==> config.mk <==
export PLATFORM = sky130hd
export DESIGN_NAME = lru_ts_update
export DESIGN_NICKNAME = d
export VERILOG_FILES = /design/src/rtl/lru_ts_pkg.sv /design/src/rtl/lru_ts_update.sv
export SDC_FILE = /design/constraint.sdc
export NUM_CORES = 1
export LEC_CHECK = 0
export ABC_CLOCK_PERIOD_IN_PS = 5000
export BUFFER_PORTS_ARGS = -buffer_cell sky130_fd_sc_hd__buf_2
export CAP_MARGIN = 5
export CORE_AREA = 4 4 94 96
export DETAILED_ROUTE_END_ITERATION = 10
export DIE_AREA = 0 0 98 100
export GPL_ROUTABILITY_DRIVEN = 0
export PLACE_DENSITY = 0.75
export REMOVE_ABC_BUFFERS = 1
export SLEW_MARGIN = 20
export SYNTH_ARGS = -nofsm -noshare
export SYNTH_HDL_FRONTEND = slang
export SYNTH_SLANG_ARGS = --single-unit
==> constraint.sdc <==
create_clock -name vclk -period 5
set_input_delay 1 -clock vclk [all_inputs]
set_output_delay 1 -clock vclk [all_outputs]
set_load 0.02 [all_outputs]
==> src/rtl/lru_ts_pkg.sv <==
package lru_ts_pkg;

  localparam int REQ_TYPE_W  = 1;
  localparam int SET_INDEX_W = 6;
  localparam int TAG_VALUE_W = 12;
  localparam int SET_SPAN    = 2 ** SET_INDEX_W;

  localparam int S_TDATA_W = 24;
  localparam int M_TDATA_W = 16;

  localparam logic [REQ_TYPE_W-1:0] REQ_WRITE = 1'b1;

  typedef struct packed {
    logic [TAG_VALUE_W-1:0] victim_tag;
    logic                   writeback;
    logic                   hit;
  } result_t;

endpackage

==> src/rtl/lru_ts_update.sv <==
module lru_ts_update #(
  parameter int NUM_WAYS = 8,
  parameter int TAG_BITS = 12
) (
  input  logic [NUM_WAYS*(TAG_BITS+2)-1:0] row,
  input  logic                             is_write,
  input  logic [TAG_BITS-1:0]              tag,
  output logic [NUM_WAYS*(TAG_BITS+2)-1:0] new_row,
  output lru_ts_pkg::result_t              res
);
  import lru_ts_pkg::*;

  localparam int ENTRY_W = TAG_BITS + 2;
  localparam int WAY_W   = $clog2(NUM_WAYS);
  localparam int DIRTY_B = TAG_BITS;
  localparam int VALID_B = TAG_BITS + 1;

  logic [ENTRY_W-1:0]     ent [NUM_WAYS];
  logic [NUM_WAYS-1:0]    match;
  logic [TAG_VALUE_W-1:0] victim_tag12;

  for (genvar g = 0; g < NUM_WAYS; g++) begin : g_unpack
    assign ent[g]   = row[g*ENTRY_W +: ENTRY_W];
    assign match[g] = ent[g][VALID_B] && (ent[g][TAG_BITS-1:0] == tag);
  end

  if (TAG_BITS >= TAG_VALUE_W) begin : g_wide_tag
    assign victim_tag12 = ent[0][TAG_VALUE_W-1:0];
  end else begin : g_narrow_tag
    assign victim_tag12 = TAG_VALUE_W'(ent[0][TAG_BITS-1:0]);
  end

  always_comb begin
    logic [WAY_W-1:0]   found;
    logic [WAY_W-1:0]   split;
    logic               hit;
    logic [ENTRY_W-1:0] top;
    found = '0;
    // last match wins: nearest mru
    for (int i = 0; i < NUM_WAYS; i++) begin
      if (match[i]) begin
        found = WAY_W'(i);
      end
    end
    hit   = |match;
    split = hit ? found : '0;
    if (hit) begin
      top = ent[found];
      if (is_write) begin
        top[DIRTY_B] = 1'b1;
      end
    end else begin
      top = {1'b1, is_write, tag};
    end
    for (int i = 0; i < NUM_WAYS - 1; i++) begin
      if (WAY_W'(i) < split) begin
        new_row[i*ENTRY_W +: ENTRY_W] = ent[i];
      end else begin
        new_row[i*ENTRY_W +: ENTRY_W] = ent[i+1];
      end
    end
    new_row[(NUM_WAYS-1)*ENTRY_W +: ENTRY_W] = top;
    res.hit        = hit;
    res.writeback  = !hit && ent[0][VALID_B] && ent[0][DIRTY_B];
    res.victim_tag = (!hit && ent[0][VALID_B]) ? victim_tag12 : '0;
  end

endmodule

==> results.cfg <==
[outcome]
status = finished, final reports clean

[placement]
place_area_um2 = 4054
dp_hpwl_um = 10690
numPortBuffers = 250

[layout]
seq_cell_count = 0
seqCellArea_um2 = 0
area_growth_pct = 44.91
antenna_cells = 0
drive_gt1_frac = 0.6790
fin_nets = 669
clock_buffers = 0
finalInstanceArea_um2 = 4061
fill_cells = 783
multiInputGateArea_um2 = 2561

[synthesis]
ys_top_cells_by_count = 88 x xnor2_1, 82 x mux2_2, 16 x clkbuf_1
synth_cell_type_count = 35
yosysTopAreaCell = mux2_2
synth_most_common_cell = xnor2_1
syn_area_um2 = 2803
syn_inst = 313
avgSynthCellArea_um2 = 8.954
ys_seq_area_frac = 0
synth_warnings = 0
synth.area.top_cells = mux2_2 33%, xnor2_1 27%, mux2_4 5.4%, buf_6 4.8%, nand4_1 3.1%
synth_top_area_share = 0.3295

[drt]
drt-total-wl_um = 12310
ant_nets = 0
via_per_inst = 4.989
drcViolationCount = 0
route.detailed.wl_per_inst_um = 19.03
drtIter0Drc = 78
num_vias = 3228
first_pass_iters = 4

[cts]
cts_resized = 0
cts.hold.buffers_added = 0
post_cts_buffers = 1

[timing]
finalHoldViolCount = 0
clock.fmax_ghz = 0.2087
min_period_ps = 4792
setup_viol = 0
drv_slew = 0
fin_hold_ws_ps = 2326
rsz0062_at_grt = false
finalCritPeriodShare = 0.9583

[setup_path]
crit_fanout = 9
start_kind = primary input
arrival_ps = 3790
crit_path_end_kind = output port
required_ps = 4000
setup.worst_path.start = tag[9]
crit_type = primary input to output port

[die]
io_pins = 251
die_w_um = 98
die_h_um = 100
start_util = 0.3481
dieArea_um2 = 9800
core_um2 = 8051
rows = 33

[min_path]
min_path_type = primary input to output port
hp-start = tag[1]

[grt]
grt_pass1_wl_um = 18390
grt_max_degree = 20
grt_pass1_vias = 3436
grt_usage = 0.2303
antenna_found_initial = 0
gr-total-overflow = 0

[power_and_ir_drop]
power.density_nw_per_um2 = 91.02
ir_worst_vdd_v = 0.00006548
p_leak_nw = 1.934

[flow_run]
drv_cap = 0
layout make-up:
type,instances,share of cell area
inverter,2,0.001848
timing repair buffer,263,0.3352
multi-input combinational,277,0.6306
tap,105,0.03235
kinds of logic (layout without fill, tap and decap cells):
kind of cell,after synthesis,in the layout,synth area share
simple gates,70,70,0.1576
xor+xnor,96,96,0.3000
mux,99,99,0.4112
other cells,1,1,0.001338
compound gates,11,11,0.03973
buf+inv,36,265,0.09018
worst max-delay path: stages:
cell	delay, ps
buf_2	160
buf_4	170
xnor2_1	200
nand4_1	140
or4_4	540
a21boi_4	210
o21bai_4	90
and2b_4	210
a31oi_4	370
buf_12	200
mux2_2	330
buf_2	160
cell usage in the layout, fill, tap and decap left out, types with 2 or more instances in the layout:
master and count:
nor4_1 3, mux2_2 82, nand3_1 11, nor4_2 2, nand4_1 14, xnor2_1 88, nor3_1 2, nor3_2 2
mux2_1 7, nor2_1 3, buf_2 250, nor4_4 2, xor2_1 8, nand2_1 12, mux2_4 10, or4_4 2
inv_1 2, and2_1 13, buf_4 12, o21ai_0 4
stage by stage:
stage | power [mW] | setup TNS, ps | cells | worst slack [ps] | utilization
after floorplan | 0.1911 | -58260 | 279 | -931.9 | -
final | 0.3697 | 0 | 647 | 208.4 | 0.5044
after detailed placement | 0.3690 | -1069 | 646 | -88.67 | 0.5035
after CTS | 0.3710 | 0 | 647 | 232.5 | 0.5044
after global routing | 0.3949 | 0 | 647 | 103.5 | 0.5044
after global placement | 0.3661 | 0 | 646 | 66.73 | 0.5035
worst paths after layout:
| kind | cells after the start | slack, ps | endpoint |
|---|---|---|---|
| worst min-delay path | 2 | 2330 | new_row[99] |
| worst max-delay path | 12 | 210 | new_row[29] |
report_power, final:
group | leakage (nW) | internal, mW | switching [mW]
sequential | 0 | 0 | 0
clock | 0 | 0 | 0
combinational | 1.93 | 0.161 | 0.209
layer usage:
metal  part of all wire  global-route usage  vias to the layer above
met3              0.067             0.02641                        7
met5                  0                   0                        -
li1                   -                   -                     1561
met1               0.42              0.2947                     1492
met4             0.0094             0.02556                        0
met2               0.50              0.4272                      168
No activity file was read; power rests on OpenSTA's default activity.
